File: src/rtl/strip_shape_rasterizer_assert.svh
// -----------------------------------------------------------------------------
// Assertion macros for the strip shape rasterizer
// Clocked on clk_i, disabled while rst_ni is low.
// -----------------------------------------------------------------------------
`ifndef STRIP_SHAPE_RASTERIZER_ASSERT_SVH
`define STRIP_SHAPE_RASTERIZER_ASSERT_SVH

`ifndef NO_ASSERTIONS
`define SSR_ASSERT(lbl, prop) \
  lbl: assert property (@(posedge clk_i) disable iff (!rst_ni) (prop)) \
    else $error("ssr assertion failed");
`define SSR_ASSERT_NEVER(lbl, prop) \
  `SSR_ASSERT(lbl, !(prop))
`else
`define SSR_ASSERT(lbl, prop)
`define SSR_ASSERT_NEVER(lbl, prop)
`endif

`endif

File: src/rtl/ssr_pkg.sv
// -----------------------------------------------------------------------------
// ssr_pkg
// Shared constants, codes and types of the strip shape rasterizer.
// -----------------------------------------------------------------------------
`default_nettype none

package ssr_pkg;

  localparam int STRIP_COLUMNS  = 16;
  localparam int COLUMN_HEIGHT  = 320;
  localparam int RING_THICKNESS = 3;
  localparam int STORE_DEPTH    = STRIP_COLUMNS * COLUMN_HEIGHT;
  localparam int ADDR_W         = $clog2(STORE_DEPTH);
  localparam int COL_IDX_W      = (STRIP_COLUMNS > 1) ? $clog2(STRIP_COLUMNS) : 1;
  localparam int COL_CNT_W      = $clog2(STRIP_COLUMNS + 1);
  localparam int ROW_CNT_W      = $clog2(COLUMN_HEIGHT + 1);
  localparam int PIX_W          = 16;
  localparam int CFG_IDX_W      = 1;
  localparam int CFG_DATA_W     = 16;
  localparam int QUEUE_DEPTH    = 2;
  localparam int QPTR_W         = $clog2(QUEUE_DEPTH);
  localparam int QCNT_W         = $clog2(QUEUE_DEPTH + 1);

  // register indexes
  localparam logic [CFG_IDX_W-1:0] CFG_STRIP_START = 1'b0;
  localparam logic [CFG_IDX_W-1:0] CFG_STRIP_WIDTH = 1'b1;

  typedef enum logic [2:0] {
    MODE_RECT_FILL = 3'd0,
    MODE_RECT_LINE = 3'd1,
    MODE_ELL_FILL  = 3'd2,
    MODE_ELL_RING  = 3'd3,
    MODE_READ      = 3'd4
  } mode_e;

  // classified word handed from front to back
  typedef struct packed {
    mode_e                  mode;
    logic                   in_strip;     // reads: position lies in the strip
    logic [COL_CNT_W-1:0]   c_lo;         // first strip column (read column)
    logic [COL_CNT_W-1:0]   c_hi;         // one past last strip column
    logic [ROW_CNT_W-1:0]   r_lo;         // first row (read row)
    logic [ROW_CNT_W-1:0]   r_hi;         // one past last row
    logic [15:0]            strip_start;
    logic [15:0]            x_ref;        // rect corner or ellipse centre
    logic [16:0]            x_last;       // rect last column
    logic [15:0]            y_ref;
    logic [16:0]            y_last;
    logic [14:0]            rx;
    logic [14:0]            ry;
    logic [PIX_W-1:0]       color;
  } cmd_t;

  typedef enum logic [4:0] {
    ST_CLEAR,
    ST_IDLE,
    ST_RECT,
    ST_SETUP_A,
    ST_SETUP_B,
    ST_SETUP_C,
    ST_SETUP_A3,
    ST_SETUP_B3,
    ST_SETUP_C3,
    ST_COL_DX,
    ST_COL_PB,
    ST_COL_PB3,
    ST_ROW_DY,
    ST_ROW_QA,
    ST_ROW_QA3,
    ST_EVAL,
    ST_READ,
    ST_RDATA
  } back_state_e;

endpackage

`default_nettype wire

File: src/rtl/ssr_queue.sv
// -----------------------------------------------------------------------------
// ssr_queue
// Short command queue between the front and the back.
// -----------------------------------------------------------------------------
`default_nettype none

module ssr_queue (
  input  wire logic          clk_i,
  input  wire logic          rst_ni,
  input  wire logic          push_i,
  input  wire ssr_pkg::cmd_t cmd_i,
  input  wire logic          pop_i,
  output      ssr_pkg::cmd_t head_o,
  output      logic          full_o,
  output      logic          empty_o
);
  import ssr_pkg::*;

  cmd_t              slot_q [QUEUE_DEPTH];
  logic [QPTR_W-1:0] wptr_q, rptr_q;
  logic [QCNT_W-1:0] cnt_q;

  assign full_o  = (cnt_q == QCNT_W'(QUEUE_DEPTH));
  assign empty_o = (cnt_q == '0);
  assign head_o  = slot_q[rptr_q];

  // payload
  always_ff @(posedge clk_i) begin
    if (push_i) begin
      slot_q[wptr_q] <= cmd_i;
    end
  end

  // pointers and fill count
  always_ff @(posedge clk_i or negedge rst_ni) begin
    if (!rst_ni) begin
      wptr_q <= '0;
      rptr_q <= '0;
      cnt_q  <= '0;
    end else begin
      if (push_i) begin
        wptr_q <= (int'(wptr_q) == QUEUE_DEPTH - 1) ? '0 : wptr_q + 1'b1;
      end
      if (pop_i) begin
        rptr_q <= (int'(rptr_q) == QUEUE_DEPTH - 1) ? '0 : rptr_q + 1'b1;
      end
      if (push_i && !pop_i) begin
        cnt_q <= cnt_q + 1'b1;
      end else if (pop_i && !push_i) begin
        cnt_q <= cnt_q - 1'b1;
      end
    end
  end

endmodule

`default_nettype wire

File: config.mk
export PLATFORM = sky130hd
export DESIGN_NAME = ssr_queue
export DESIGN_NICKNAME = d
export VERILOG_FILES = /design/src/rtl/strip_shape_rasterizer_assert.svh /design/src/rtl/ssr_pkg.sv /design/src/rtl/ssr_queue.sv
export SDC_FILE = /design/constraint.sdc
export NUM_CORES = 1
export LEC_CHECK = 0
export BUFFER_PORTS_ARGS = -buffer_cell sky130_fd_sc_hd__buf_2
export CORE_MARGIN = 2
export CORE_UTILIZATION = 52
export CTS_CLUSTER_SIZE = 8
export DETAILED_ROUTE_END_ITERATION = 8
export HOLD_SLACK_MARGIN = 0.08
export PLACE_DENSITY = 0.9
export SLEW_MARGIN = 20
export SYNTH_ARGS = -nofsm -noshare
export SYNTH_HDL_FRONTEND = slang
export SYNTH_SLANG_ARGS = --single-unit
File: constraint.sdc
create_clock -name clk_i -period 10.7 [get_ports clk_i]
set_clock_uncertainty 0.05 [all_clocks]
set_input_delay 0.535 -clock clk_i [delete_from_list [all_inputs] [get_ports clk_i]]
set_output_delay 0.535 -clock clk_i [all_outputs]
set_load 0.05 [all_outputs]
==> flow_summary_export.csv <==
group,metric,value,unit
detailed_routing,drt_pass1_iterations,5,
place,place_congestion,0.7451,
detailed_routing,met1_length,8.650,mm
synth,yosys-top-cells-area,"edfxtp_1 (79%), mux2_4 (11%), mux2_2 (6.5%), buf_6 (1.0%), dfrtp_1 (0.83%)",
synth,ys_seq_area_share,80.28,%
clock_tree,postCtsResizedCells,0,
detailed_routing,wl_met3,2.026,mm
place,place_ws,7564,ps
cells_and_area,final_common_cell,"buf_2",
synth,synthAdderAreaFrac,0.1035,%
clock_tree,tritoncts,"built",
synth,muxShareOfSynthArea,17.69,%
synth,synthSimpleGateAreaFrac,0.2173,%
synth,synth_top_family_by_area,"multiplexers",
place,port-buffer-count,325,
cells_and_area,layout-drive-gt1-share,61.35,%
worst_setup_path,crit_start,"rptr_q",
synth,syn_avg_cell_area,23.53,sq um
floorplanning,die_area,0.02449,sq mm
worst_setup_path,rr_worst_depth,4,
detailed_routing,wirelength,23.57,mm
sta,setup_viol,0,
synth,synth_cells,514,
grt,grt_max_degree,82,
cells_and_area,mostFrequentLayoutCells,"buf_2 (325), edfxtp_1 (320), mux2_4 (90), mux2_2 (70), clkbuf_16 (49)",
floorplanning,dieHeight,156.5,um
floorplanning,die_w,156.5,um
power_and_ir_drop,leakage,6.077,nW
sta,fin_crit_sh,31.65,%
floorplanning,io_pins,326,
detailed_routing,highest_layer,"met5",
status,status,"complete, no violations",
clock_tree,cts_sinks,324,
sta,finalSetupTns,0,ps
detailed_routing,drt_drc_violations_left,0,
worst_setup_path,path_class,"register to primary output",
worst_setup_path,cp.arrival,2800,ps
floorplanning,core.rowCount,55,
detailed_routing,route.met2.wl,12.19,mm
synth,synth_cell_types,13,
clock_tree,cts_root_buffer,"clkbuf_16",
worst_setup_path,required,10120,ps
clock_tree,clk_pin_slew_worst_paths,50,ps
worst_setup_path,timing.rr.end,"slot_q[1][119]",
sta,fin_hold_ws,153.1,ps
synth,ys_seq_elements,324,
sta,rsz0062_at_grt,"false",
clock_tree,clk_latency,520,ps
sta,finalWorstSetupSlack,7313,ps
detailed_routing,dr.first_iter.drc_count,344,
sta,fmax,295.3,MHz
worst_setup_path,cp-endpoint,"head_o[34]",
sta,fin_crit,3387,ps
hold_path,hp-class,"primary input to register",
power_and_ir_drop,irDropWorstVdd,0.0002500,V
cells_and_area,fin_util,67.53,%
synth,synth_top_area_share,79.45,%
cells_and_area,final_cells,1180,
synth,synth_xor_area_share,0.3621,%
grt,antenna_found_initial,5,
grt,grt_pass1_vias,6447,
worst_setup_path,reg2reg_slack,7950,ps
place,place_inst,1112,
grt,grt.overflow.total,0,
synth,yosysTopAreaCell,"edfxtp_1",
floorplanning,initial_utilization,53.26,%
synth,synth_compound_area_share,0,%
grt,grt_pass1_wl,34.40,mm
sta,drv_slew,0,
job,drv_cap,0,
worst_setup_path,startpoint_type,"register",
detailed_routing,wl_per_cell,19.98,um
detailed_routing,antenna_left,0,
floorplanning,core,0.02271,sq mm
power_and_ir_drop,power_density,329.0,mW/mm^2
worst_setup_path,critical_path.max_fanout,63,
detailed_routing,dr_total_vias,6159,
synth,syn_nets,679,
sta,worst-slew-pin-transition,1076,ps
place,dpl.hpwl,15.00,mm
worst_setup_path,r2r-start,"wptr_q",
clock_tree,htree_levels,2,
cells_and_area,nets,1043,
cells_and_area,fin_area,0.01534,sq mm
place,placed_cell_area,0.01398,sq mm
sta,hold_viol_final,0,
sta,maxSlewHeadroom,28.30,%
clock_tree,cts_buffers,46,
grt,track_usage,18.63,%
synth,ys_warn_count,0,
worst_setup_path,endpoint_kind,"primary output",
clock_tree,clockBufferDepth,3,
synth,synth_area,0.01209,sq mm
power_and_ir_drop,power,5.045,mW
cells_and_area,syn_to_final_growth,26.81,%
detailed_routing,viasPerCell,5.219,
[critical path: stages, from the launching register on]
cell	delay (ps)
dfrtp_4	700
buf_4	830
mux2_2	420
buf_2	210
[power by group]
group / internal [mW] / switching [mW] / leakage [nW]
Clock: 0.813 / 0.466 / 0.623
Combinational: 0.592 / 1.40 / 2.40
Sequential: 1.69 / 0.0854 / 3.05
[layout make-up]
| type | instances | area, sq um |
|---|---|---|
| flip-flops and latches | 324 | 9713 |
| fillers | 1448 | 7373 |
| multi-input cells | 171 | 2232 |
| repair buffers | 334 | 1740 |
| clock buffers | 60 | 1277 |
| well taps | 285 | 356.6 |
| diodes | 5 | 12.51 |
| inverters | 1 | 3.754 |
[routing by layer]
layer  vias up  GRT usage (%)
li1       2779              -
met1      3018          20.86
met2       301          32.12
met3        59          6.813
met4         2          8.082
met5         -              0
[kinds of logic (layout without fill, tap and decap cells)]
kind of cell,Yosys count,count (layout)
buffers and inverters,19,395
DFF,324,324
muxes,160,160
other,0,5
adders and majority gates,1,1
xor gates and xnor gates,5,5
and+or+nand+nor,5,5
[registers in the layout, indices dropped and copies added (netlist names)]
signal  flops
slot_q    320
cnt_q       2
rptr_q      1
wptr_q      1
[how the worst min path moves through the flow]
stage / startpoint / endpoint / slack, ps / depth (start not counted)
finish: cmd_i[143] / slot_q[0][143] / 150 / 1
floorplan: rst_ni / cnt_q[0] / 190 / 0
global route: cmd_i[122] / slot_q[0][122] / 130 / 1
global placement: rst_ni / wptr_q / 300 / 1
CTS: cmd_i[38] / slot_q[0][38] / 130 / 1
detailed placement: rst_ni / wptr_q / 300 / 1
[synth_stat cells, drive strengths merged]
cell type    n
mux2       160
ha           1
nor2b        2
dfrtp        4
and2         1
xnor2        1
inv          1
nor2         2
xor2         4
buf         18
edfxtp     320
[timing repair]
| item | in CTS | in global routing |
|---|---|---|
| setup endpoints to repair | 0 | 0 |
| hold buffers | 1 | 0 |
| buffers inserted | 0 | 0 |
| endpoints found under the hold margin | 4 | 0 |
(Power assumes the default switching activity.)
