## src/rtl/strip_shape_rasterizer_assert.svh

```systemverilog
// -----------------------------------------------------------------------------
// Assertion macros for the strip shape rasterizer
// Clocked on clk_i, disabled while rst_ni is low.
// -----------------------------------------------------------------------------
`ifndef STRIP_SHAPE_RASTERIZER_ASSERT_SVH
`define STRIP_SHAPE_RASTERIZER_ASSERT_SVH

`ifndef NO_ASSERTIONS
`define SSR_ASSERT(lbl, prop) \
  lbl: assert property (@(posedge clk_i) disable iff (!rst_ni) (prop)) \
    else $error("ssr assertion failed");
`define SSR_ASSERT_NEVER(lbl, prop) \
  `SSR_ASSERT(lbl, !(prop))
`else
`define SSR_ASSERT(lbl, prop)
`define SSR_ASSERT_NEVER(lbl, prop)
`endif

`endif

```

## src/rtl/ssr_pkg.sv

```systemverilog
// -----------------------------------------------------------------------------
// ssr_pkg
// Shared constants, codes and types of the strip shape rasterizer.
// -----------------------------------------------------------------------------
`default_nettype none

package ssr_pkg;

  localparam int STRIP_COLUMNS  = 16;
  localparam int COLUMN_HEIGHT  = 320;
  localparam int RING_THICKNESS = 3;
  localparam int STORE_DEPTH    = STRIP_COLUMNS * COLUMN_HEIGHT;
  localparam int ADDR_W         = $clog2(STORE_DEPTH);
  localparam int COL_IDX_W      = (STRIP_COLUMNS > 1) ? $clog2(STRIP_COLUMNS) : 1;
  localparam int COL_CNT_W      = $clog2(STRIP_COLUMNS + 1);
  localparam int ROW_CNT_W      = $clog2(COLUMN_HEIGHT + 1);
  localparam int PIX_W          = 16;
  localparam int CFG_IDX_W      = 1;
  localparam int CFG_DATA_W     = 16;
  localparam int QUEUE_DEPTH    = 2;
  localparam int QPTR_W         = $clog2(QUEUE_DEPTH);
  localparam int QCNT_W         = $clog2(QUEUE_DEPTH + 1);

  // register indexes
  localparam logic [CFG_IDX_W-1:0] CFG_STRIP_START = 1'b0;
  localparam logic [CFG_IDX_W-1:0] CFG_STRIP_WIDTH = 1'b1;

  typedef enum logic [2:0] {
    MODE_RECT_FILL = 3'd0,
    MODE_RECT_LINE = 3'd1,
    MODE_ELL_FILL  = 3'd2,
    MODE_ELL_RING  = 3'd3,
    MODE_READ      = 3'd4
  } mode_e;

  // classified word handed from front to back
  typedef struct packed {
    mode_e                  mode;
    logic                   in_strip;     // reads: position lies in the strip
    logic [COL_CNT_W-1:0]   c_lo;         // first strip column (read column)
    logic [COL_CNT_W-1:0]   c_hi;         // one past last strip column
    logic [ROW_CNT_W-1:0]   r_lo;         // first row (read row)
    logic [ROW_CNT_W-1:0]   r_hi;         // one past last row
    logic [15:0]            strip_start;
    logic [15:0]            x_ref;        // rect corner or ellipse centre
    logic [16:0]            x_last;       // rect last column
    logic [15:0]            y_ref;
    logic [16:0]            y_last;
    logic [14:0]            rx;
    logic [14:0]            ry;
    logic [PIX_W-1:0]       color;
  } cmd_t;

  typedef enum logic [4:0] {
    ST_CLEAR,
    ST_IDLE,
    ST_RECT,
    ST_SETUP_A,
    ST_SETUP_B,
    ST_SETUP_C,
    ST_SETUP_A3,
    ST_SETUP_B3,
    ST_SETUP_C3,
    ST_COL_DX,
    ST_COL_PB,
    ST_COL_PB3,
    ST_ROW_DY,
    ST_ROW_QA,
    ST_ROW_QA3,
    ST_EVAL,
    ST_READ,
    ST_RDATA
  } back_state_e;

endpackage

`default_nettype wire

```

## src/rtl/ssr_if.sv

```systemverilog
// -----------------------------------------------------------------------------
// ssr interfaces
// Valid/ready channels: draw/read input, pixel result and register writes.
// -----------------------------------------------------------------------------
`default_nettype none

interface ssr_in_if;
  logic        valid;
  logic        ready;
  logic [2:0]  mode;
  logic [15:0] x_pos;
  logic [15:0] y_pos;
  logic [15:0] span_x;
  logic [15:0] span_y;
  logic [15:0] color;
  logic        centered;

  modport source (output valid, mode, x_pos, y_pos, span_x, span_y, color, centered,
                  input ready);
  modport sink   (input valid, mode, x_pos, y_pos, span_x, span_y, color, centered,
                  output ready);
endinterface


interface ssr_cfg_if;
  logic        valid;
  logic        ready;
  logic [0:0]  index;
  logic [15:0] data;

  modport source (output valid, index, data, input ready);
  modport sink   (input valid, index, data, output ready);
endinterface

`default_nettype wire

```

## src/rtl/ssr_front.sv

```systemverilog
// -----------------------------------------------------------------------------
// ssr_front
// Takes input words and register writes, clips each shape to the strip and
// hands a classified command word to the queue.
// -----------------------------------------------------------------------------
`default_nettype none

module ssr_front (
  input  wire logic        clk_i,
  input  wire logic        rst_ni,
  ssr_in_if.sink           in_i,
  ssr_cfg_if.sink          cfg_i,
  input  wire logic        clear_busy_i,
  input  wire logic        full_i,
  output      logic        push_o,
  output      ssr_pkg::cmd_t cmd_o
);
  import ssr_pkg::*;

  logic [15:0]          strip_start_q, strip_start_d;
  logic [4:0]           strip_width_q, strip_width_d;
  logic [COL_CNT_W-1:0] w;
  logic [15:0]          sx_h, sy_h, cxr, cyr, cxe, cye;
  logic                 is_rect, x_ok, y_ok, rd_in, push_ok;
  logic signed [19:0]   xa, xb, ya, yb, s0, s1, xlo, xhi, ylo, yhi, hgt, xp, yp;

  // configuration registers
  assign cfg_i.ready = 1'b1;

  always_comb begin
    strip_start_d = strip_start_q;
    strip_width_d = strip_width_q;
    if (cfg_i.valid) begin
      unique case (cfg_i.index)
        CFG_STRIP_START: strip_start_d = cfg_i.data;
        CFG_STRIP_WIDTH: strip_width_d = cfg_i.data[4:0];
        default: ;
      endcase
    end
  end

  always_ff @(posedge clk_i or negedge rst_ni) begin
    if (!rst_ni) begin
      strip_start_q <= 16'd0;
      strip_width_q <= 5'd16;
    end else begin
      strip_start_q <= strip_start_d;
      strip_width_q <= strip_width_d;
    end
  end

  // used width, saturated to the stored columns
  always_comb begin
    if (int'(strip_width_q) > STRIP_COLUMNS) begin
      w = COL_CNT_W'(STRIP_COLUMNS);
    end else begin
      w = COL_CNT_W'(strip_width_q);
    end
  end

  // bounding box and clip
  always_comb begin
    sx_h    = {1'b0, in_i.span_x[15:1]};
    sy_h    = {1'b0, in_i.span_y[15:1]};
    cxr     = in_i.centered ? in_i.x_pos - sx_h : in_i.x_pos;
    cyr     = in_i.centered ? in_i.y_pos - sy_h : in_i.y_pos;
    cxe     = in_i.centered ? in_i.x_pos : in_i.x_pos + sx_h;
    cye     = in_i.centered ? in_i.y_pos : in_i.y_pos + sy_h;
    is_rect = (in_i.mode == MODE_RECT_FILL) || (in_i.mode == MODE_RECT_LINE);
    if (is_rect) begin
      xa = $signed({4'b0, cxr});
      xb = $signed({4'b0, cxr}) + $signed({4'b0, in_i.span_x});
      ya = $signed({4'b0, cyr});
      yb = $signed({4'b0, cyr}) + $signed({4'b0, in_i.span_y});
    end else begin
      xa = $signed({4'b0, cxe}) - $signed({4'b0, sx_h});
      xb = $signed({4'b0, cxe}) + $signed({4'b0, sx_h});
      ya = $signed({4'b0, cye}) - $signed({4'b0, sy_h});
      yb = $signed({4'b0, cye}) + $signed({4'b0, sy_h});
    end
    s0   = $signed({4'b0, strip_start_q});
    s1   = s0 + $signed(20'(w));
    hgt  = $signed(20'(COLUMN_HEIGHT));
    xlo  = (xa > s0) ? xa : s0;
    xhi  = (xb < s1) ? xb : s1;
    ylo  = (ya > 20'sd0) ? ya : 20'sd0;
    yhi  = (yb < hgt) ? yb : hgt;
    x_ok = xlo < xhi;
    y_ok = ylo < yhi;
    xp   = $signed({4'b0, in_i.x_pos});
    yp   = $signed({4'b0, in_i.y_pos});
    rd_in = (xp >= s0) && (xp < s1) && (yp < hgt);
  end

  // command word
  always_comb begin
    cmd_o.mode        = mode_e'(in_i.mode);
    cmd_o.in_strip    = rd_in;
    cmd_o.strip_start = strip_start_q;
    cmd_o.x_ref       = is_rect ? cxr : cxe;
    cmd_o.y_ref       = is_rect ? cyr : cye;
    cmd_o.x_last      = 17'(xb - 20'sd1);
    cmd_o.y_last      = 17'(yb - 20'sd1);
    cmd_o.rx          = sx_h[14:0];
    cmd_o.ry          = sy_h[14:0];
    cmd_o.color       = in_i.color;
    if (in_i.mode == MODE_READ) begin
      cmd_o.c_lo = COL_CNT_W'(xp - s0);
      cmd_o.c_hi = COL_CNT_W'(xp - s0);
      cmd_o.r_lo = ROW_CNT_W'(in_i.y_pos);
      cmd_o.r_hi = ROW_CNT_W'(in_i.y_pos);
    end else begin
      cmd_o.c_lo = COL_CNT_W'(xlo - s0);
      cmd_o.c_hi = COL_CNT_W'(xhi - s0);
      cmd_o.r_lo = ROW_CNT_W'(ylo);
      cmd_o.r_hi = ROW_CNT_W'(yhi);
    end
  end

  // classify: reads always go on, empty draws and unused modes are dropped
  always_comb begin
    unique case (in_i.mode)
      MODE_READ:                                      push_ok = 1'b1;
      MODE_RECT_FILL, MODE_RECT_LINE,
      MODE_ELL_FILL, MODE_ELL_RING:                   push_ok = x_ok && y_ok;
      default:                                        push_ok = 1'b0;
    endcase
  end

  assign in_i.ready = !full_i && !clear_busy_i;
  assign push_o     = in_i.valid && in_i.ready && push_ok;

endmodule

`default_nettype wire

```

## src/flat_wrapper.sv

```systemverilog
// flat-port wrapper written by rule: the top's interface ports become plain ports
module ssr_front_flat import ssr_pkg::*;
  (clk_i, rst_ni, clear_busy_i, full_i, push_o, cmd_o, in_i_valid, in_i_mode, in_i_x_pos, in_i_y_pos, in_i_span_x, in_i_span_y, in_i_color, in_i_centered, in_i_ready, cfg_i_valid, cfg_i_index, cfg_i_data, cfg_i_ready);
  ssr_in_if in_i_i ();
  ssr_cfg_if cfg_i_i ();
  input  wire logic clk_i;
  input  wire logic rst_ni;
  input  wire logic clear_busy_i;
  input  wire logic full_i;
  output      logic push_o;
  output      ssr_pkg::cmd_t cmd_o;
  input wire logic [$bits(in_i_i.valid)-1:0] in_i_valid;
  input wire logic [$bits(in_i_i.mode)-1:0] in_i_mode;
  input wire logic [$bits(in_i_i.x_pos)-1:0] in_i_x_pos;
  input wire logic [$bits(in_i_i.y_pos)-1:0] in_i_y_pos;
  input wire logic [$bits(in_i_i.span_x)-1:0] in_i_span_x;
  input wire logic [$bits(in_i_i.span_y)-1:0] in_i_span_y;
  input wire logic [$bits(in_i_i.color)-1:0] in_i_color;
  input wire logic [$bits(in_i_i.centered)-1:0] in_i_centered;
  output wire logic [$bits(in_i_i.ready)-1:0] in_i_ready;
  input wire logic [$bits(cfg_i_i.valid)-1:0] cfg_i_valid;
  input wire logic [$bits(cfg_i_i.index)-1:0] cfg_i_index;
  input wire logic [$bits(cfg_i_i.data)-1:0] cfg_i_data;
  output wire logic [$bits(cfg_i_i.ready)-1:0] cfg_i_ready;
  assign in_i_i.valid = in_i_valid;
  assign in_i_i.mode = in_i_mode;
  assign in_i_i.x_pos = in_i_x_pos;
  assign in_i_i.y_pos = in_i_y_pos;
  assign in_i_i.span_x = in_i_span_x;
  assign in_i_i.span_y = in_i_span_y;
  assign in_i_i.color = in_i_color;
  assign in_i_i.centered = in_i_centered;
  assign in_i_ready = in_i_i.ready;
  assign cfg_i_i.valid = cfg_i_valid;
  assign cfg_i_i.index = cfg_i_index;
  assign cfg_i_i.data = cfg_i_data;
  assign cfg_i_ready = cfg_i_i.ready;
  ssr_front u_core (.clk_i(clk_i), .rst_ni(rst_ni), .in_i(in_i_i), .cfg_i(cfg_i_i), .clear_busy_i(clear_busy_i), .full_i(full_i), .push_o(push_o), .cmd_o(cmd_o));
endmodule
```

## config.mk

```make
export PLATFORM = sky130hd
export DESIGN_NAME = ssr_front_flat
export DESIGN_NICKNAME = d
export VERILOG_FILES = /design/src/rtl/strip_shape_rasterizer_assert.svh /design/src/rtl/ssr_pkg.sv /design/src/rtl/ssr_if.sv /design/src/rtl/ssr_front.sv /design/src/flat_wrapper.sv
export SDC_FILE = /design/constraint.sdc
export NUM_CORES = 1
export LEC_CHECK = 0
export ABC_AREA = 1
export CAP_MARGIN = 20
export CORE_MARGIN = 5
export CORE_UTILIZATION = 67
export DETAILED_ROUTE_END_ITERATION = 10
export DONT_BUFFER_PORTS = 1
export PLACE_DENSITY = 0.83
export SKIP_LAST_GASP = 1
export SLEW_MARGIN = 20
export SYNTH_ARGS = -nofsm -noshare
export SYNTH_HDL_FRONTEND = slang
export SYNTH_SLANG_ARGS = --single-unit
```

## constraint.sdc

```tcl
create_clock -name clk_i -period 13.53 [get_ports clk_i]
set_input_delay 2.706 -clock clk_i [delete_from_list [all_inputs] [get_ports clk_i]]
set_output_delay 2.706 -clock clk_i [all_outputs]
set_load 0.02 [all_outputs]
```

==> impl_metrics.tcl <==
set metrics [dict create \
    nets 2909 \
    rows 55 \
    hold_buffers 0 \
    max_stage_delay_ns 0.42 \
    fmax_mhz 77.2 \
    cp_slowest_cell "fa_1" \
    postPlaceCellArea_mm2 0.0150 \
    worst_path_most_repeated_cell "nor2_1" \
    synth_area_per_cell_um2 5.85 \
    period_share 0.958 \
    vias_per_cell 6.05 \
    yosysWarnings 0 \
    wl_per_cell_um 18.7 \
    cp_max_fo 22 \
    die-area_mm2 0.0262 \
    grt_pass1_vias 16300 \
    cts_resized 0 \
    fp.dieH_um 162 \
    core_area_mm2 0.0226 \
    layout_commonest_cell "nand2_1" \
    synth_cell_types 72 \
    tritoncts "done" \
    hp-class "reg -> reg" \
    ir_drop_mv 0.104 \
    hpwlAfterDp_um 44600 \
    io_buffers 0 \
    critPathKind "in -> out" \
    root_buffer "clkbuf_16" \
    status "complete, no violations" \
    h-tree-depth 1 \
    firstDrtPassIters 8 \
    die_width_um 162 \
    clockBufferDepth 2 \
    cts_buffers 3 \
    cts_sinks 21 \
    combinationalPowerShare 0.898 \
    ant_nets 0 \
    initial_utilization 0.682 \
    clkPwrFrac 0.041 \
    seq_area_frac_synth 0.0341 \
    stdcell_area_mm2 0.0151 \
    clk_pin_slew_ns 0.06 \
    setup_tns_ns 0 \
    drc 0 \
    final_max_slew_viol_count 0 \
    cap_violations 0 \
    cp-end-kind "primary output" \
    setup_viol_count_final 0 \
    syn_area_mm2 0.0154 \
    io_pins 270 \
    clk_latency_ns 0.25 \
    vias 17000 \
    intPower_w 0.000540 \
    netlist.area_leader.share 0.211 \
    async_flop_share 1.00 \
    rsz0062_at_grt "false" \
    p_seq_frac 0.060 \
    rrSetupSlack_ns 12.43 \
    powerDensity_mw_per_mm2 101 \
    post_cts_buffers 0 \
    overflow 0 \
    antenna_found_initial 0 \
    hold_violations 0 \
    critical_path_required_ns 10.82 \
    synth-seq-cells 21 \
    synth_edf_count 0 \
    p_leak_nw 8.31 \
    synth_cells 2642 \
    initialDrtViolationCount 1397 \
    grt.total_usage 0.380 \
    syn2layout_area_growth_pct -2.23 \
    finalWirelength_um 52600 \
    power.switching_w 0.000979 \
    tightest_slew_ns 1.06 \
    final_cell_mix "nand2_1 (686), inv_1 (373), ha_1 (261)" \
    grt_pass1_wl_um 81400 \
    drive_gt1_frac 0.0637 \
    clock_skew_ns 0 \
    p_sw_frac 0.645 \
    gp_congestion 1.04 \
    max-slew-margin-rel 0.286 \
    startpoint_type "primary input" \
    grt_max_degree 78 \
    period_minus_slack_ns 12.96 \
    arrival_ns 10.25 \
    yosys.area.top_type "ha_1" \
    synth_area_leaders "ha_1 (21%), nand2_1 (17%), inv_1 (9.1%)" \
    ys.flop_type "dfrtp_1" \
]
cell type report:
class	count	area, um^2
Multi-Input combinational cell	2090	12600
Fill cell	2221	7540
Inverter	405	1520
Sequential cell	21	527
Tap cell	285	357
Clock buffer	3	75.1
Timing Repair Buffer	6	45.0
Clock inverter	1	7.51
Antenna cell	1	2.50
critical path, delay by kind of cell:
| kind | cells | cell delay, ns |
|---|---|---|
| fa+ha+maj | 6 | 1.97 |
| xor+xnor | 2 | 0.29 |
| compound gates | 17 | 2.88 |
| buf+inv | 5 | 0.39 |
| simple gates | 17 | 2.01 |
logic make-up (layout without fill, tap and decap cells):
logic type                 count (synthesis)  after routing  share of synthesized area
other                                      1              9                   0.000243
DFF                                       21             21                     0.0341
and+or+nand+nor                         1221           1221                      0.348
AOI/OAI and AO/OA                        519            519                      0.196
buffers and inverters                    538            415                      0.155
xor gates and xnor gates                  67             67                     0.0380
adders and majority gates                275            275                      0.230
Yosys cell counts (14+ instances only):
cell / count
a21oi_1: 204
inv_1: 374
o21ai_0: 169
nor2_2: 20
fa_1: 14
buf_2: 24
clkbuf_1: 27
or2_2: 16
o21ai_1: 27
nand4_1: 33
nand2_1: 686
dfrtp_1: 20
nand2_2: 23
ha_1: 261
nor3_1: 21
nand3_1: 180
inv_2: 26
nor2_1: 174
xor2_1: 57
buf_4: 69
per-stage QoR:
stage / setup slack [ns] / utilization / total power [W] / std cells / hold slack [ns]
2_1_floorplan: 1.84 / - / 0.00116 / 2649 / 0.453
3_3_place_gp: 1.03 / 0.663 / 0.00139 / 2807 / 0.471
3_5_place_dp: 0.806 / 0.663 / 0.00142 / 2807 / 0.483
4_1_cts: 0.767 / 0.667 / 0.00149 / 2811 / 0.498
5_1_grt: 0.0339 / 0.667 / 0.00168 / 2811 / 0.520
6_report: 0.571 / 0.667 / 0.00152 / 2812 / 0.501
power groups by stage:
stage | combinational (W) | clock, W | sequential [W]
after floorplan | 0.00107 | 0 | 0.0000876
after global placement | 0.00130 | 0 | 0.0000923
after detailed placement | 0.00133 | 0 | 0.0000925
after CTS | 0.00134 | 0.0000632 | 0.0000914
after global routing | 0.00152 | 0.0000659 | 0.0000929
final | 0.00137 | 0.0000626 | 0.0000916
sequential cells by signal, indices dropped and copies added, names as in the netlist:
register and count:
u_core.strip_start_q 16, u_core.strip_width_q 5
layer usage:
layer / share of wire / GRT usage / vias up
met5: 0 / 0 / -
met4: 0.093 / 0.291 / 0
met3: 0.084 / 0.0751 / 245
met2: 0.48 / 0.683 / 817
met1: 0.35 / 0.385 / 7611
li1: - / - / 8331
final timing paths:
path,start,to,depth (start not counted)
worst max-delay path,in_i_span_x[1],push_o,47
worst min-delay path,u_core.strip_width_q[1],u_core.strip_width_q[1],2
worst max register to register,u_core.strip_start_q[11],u_core.strip_start_q[11],2
worst min register to register,u_core.strip_width_q[1],u_core.strip_width_q[1],2
max in group asynchronous,rst_ni,u_core.strip_width_q[4],0
min in group asynchronous,rst_ni,u_core.strip_start_q[12],0
(Power assumes the default switching activity.)
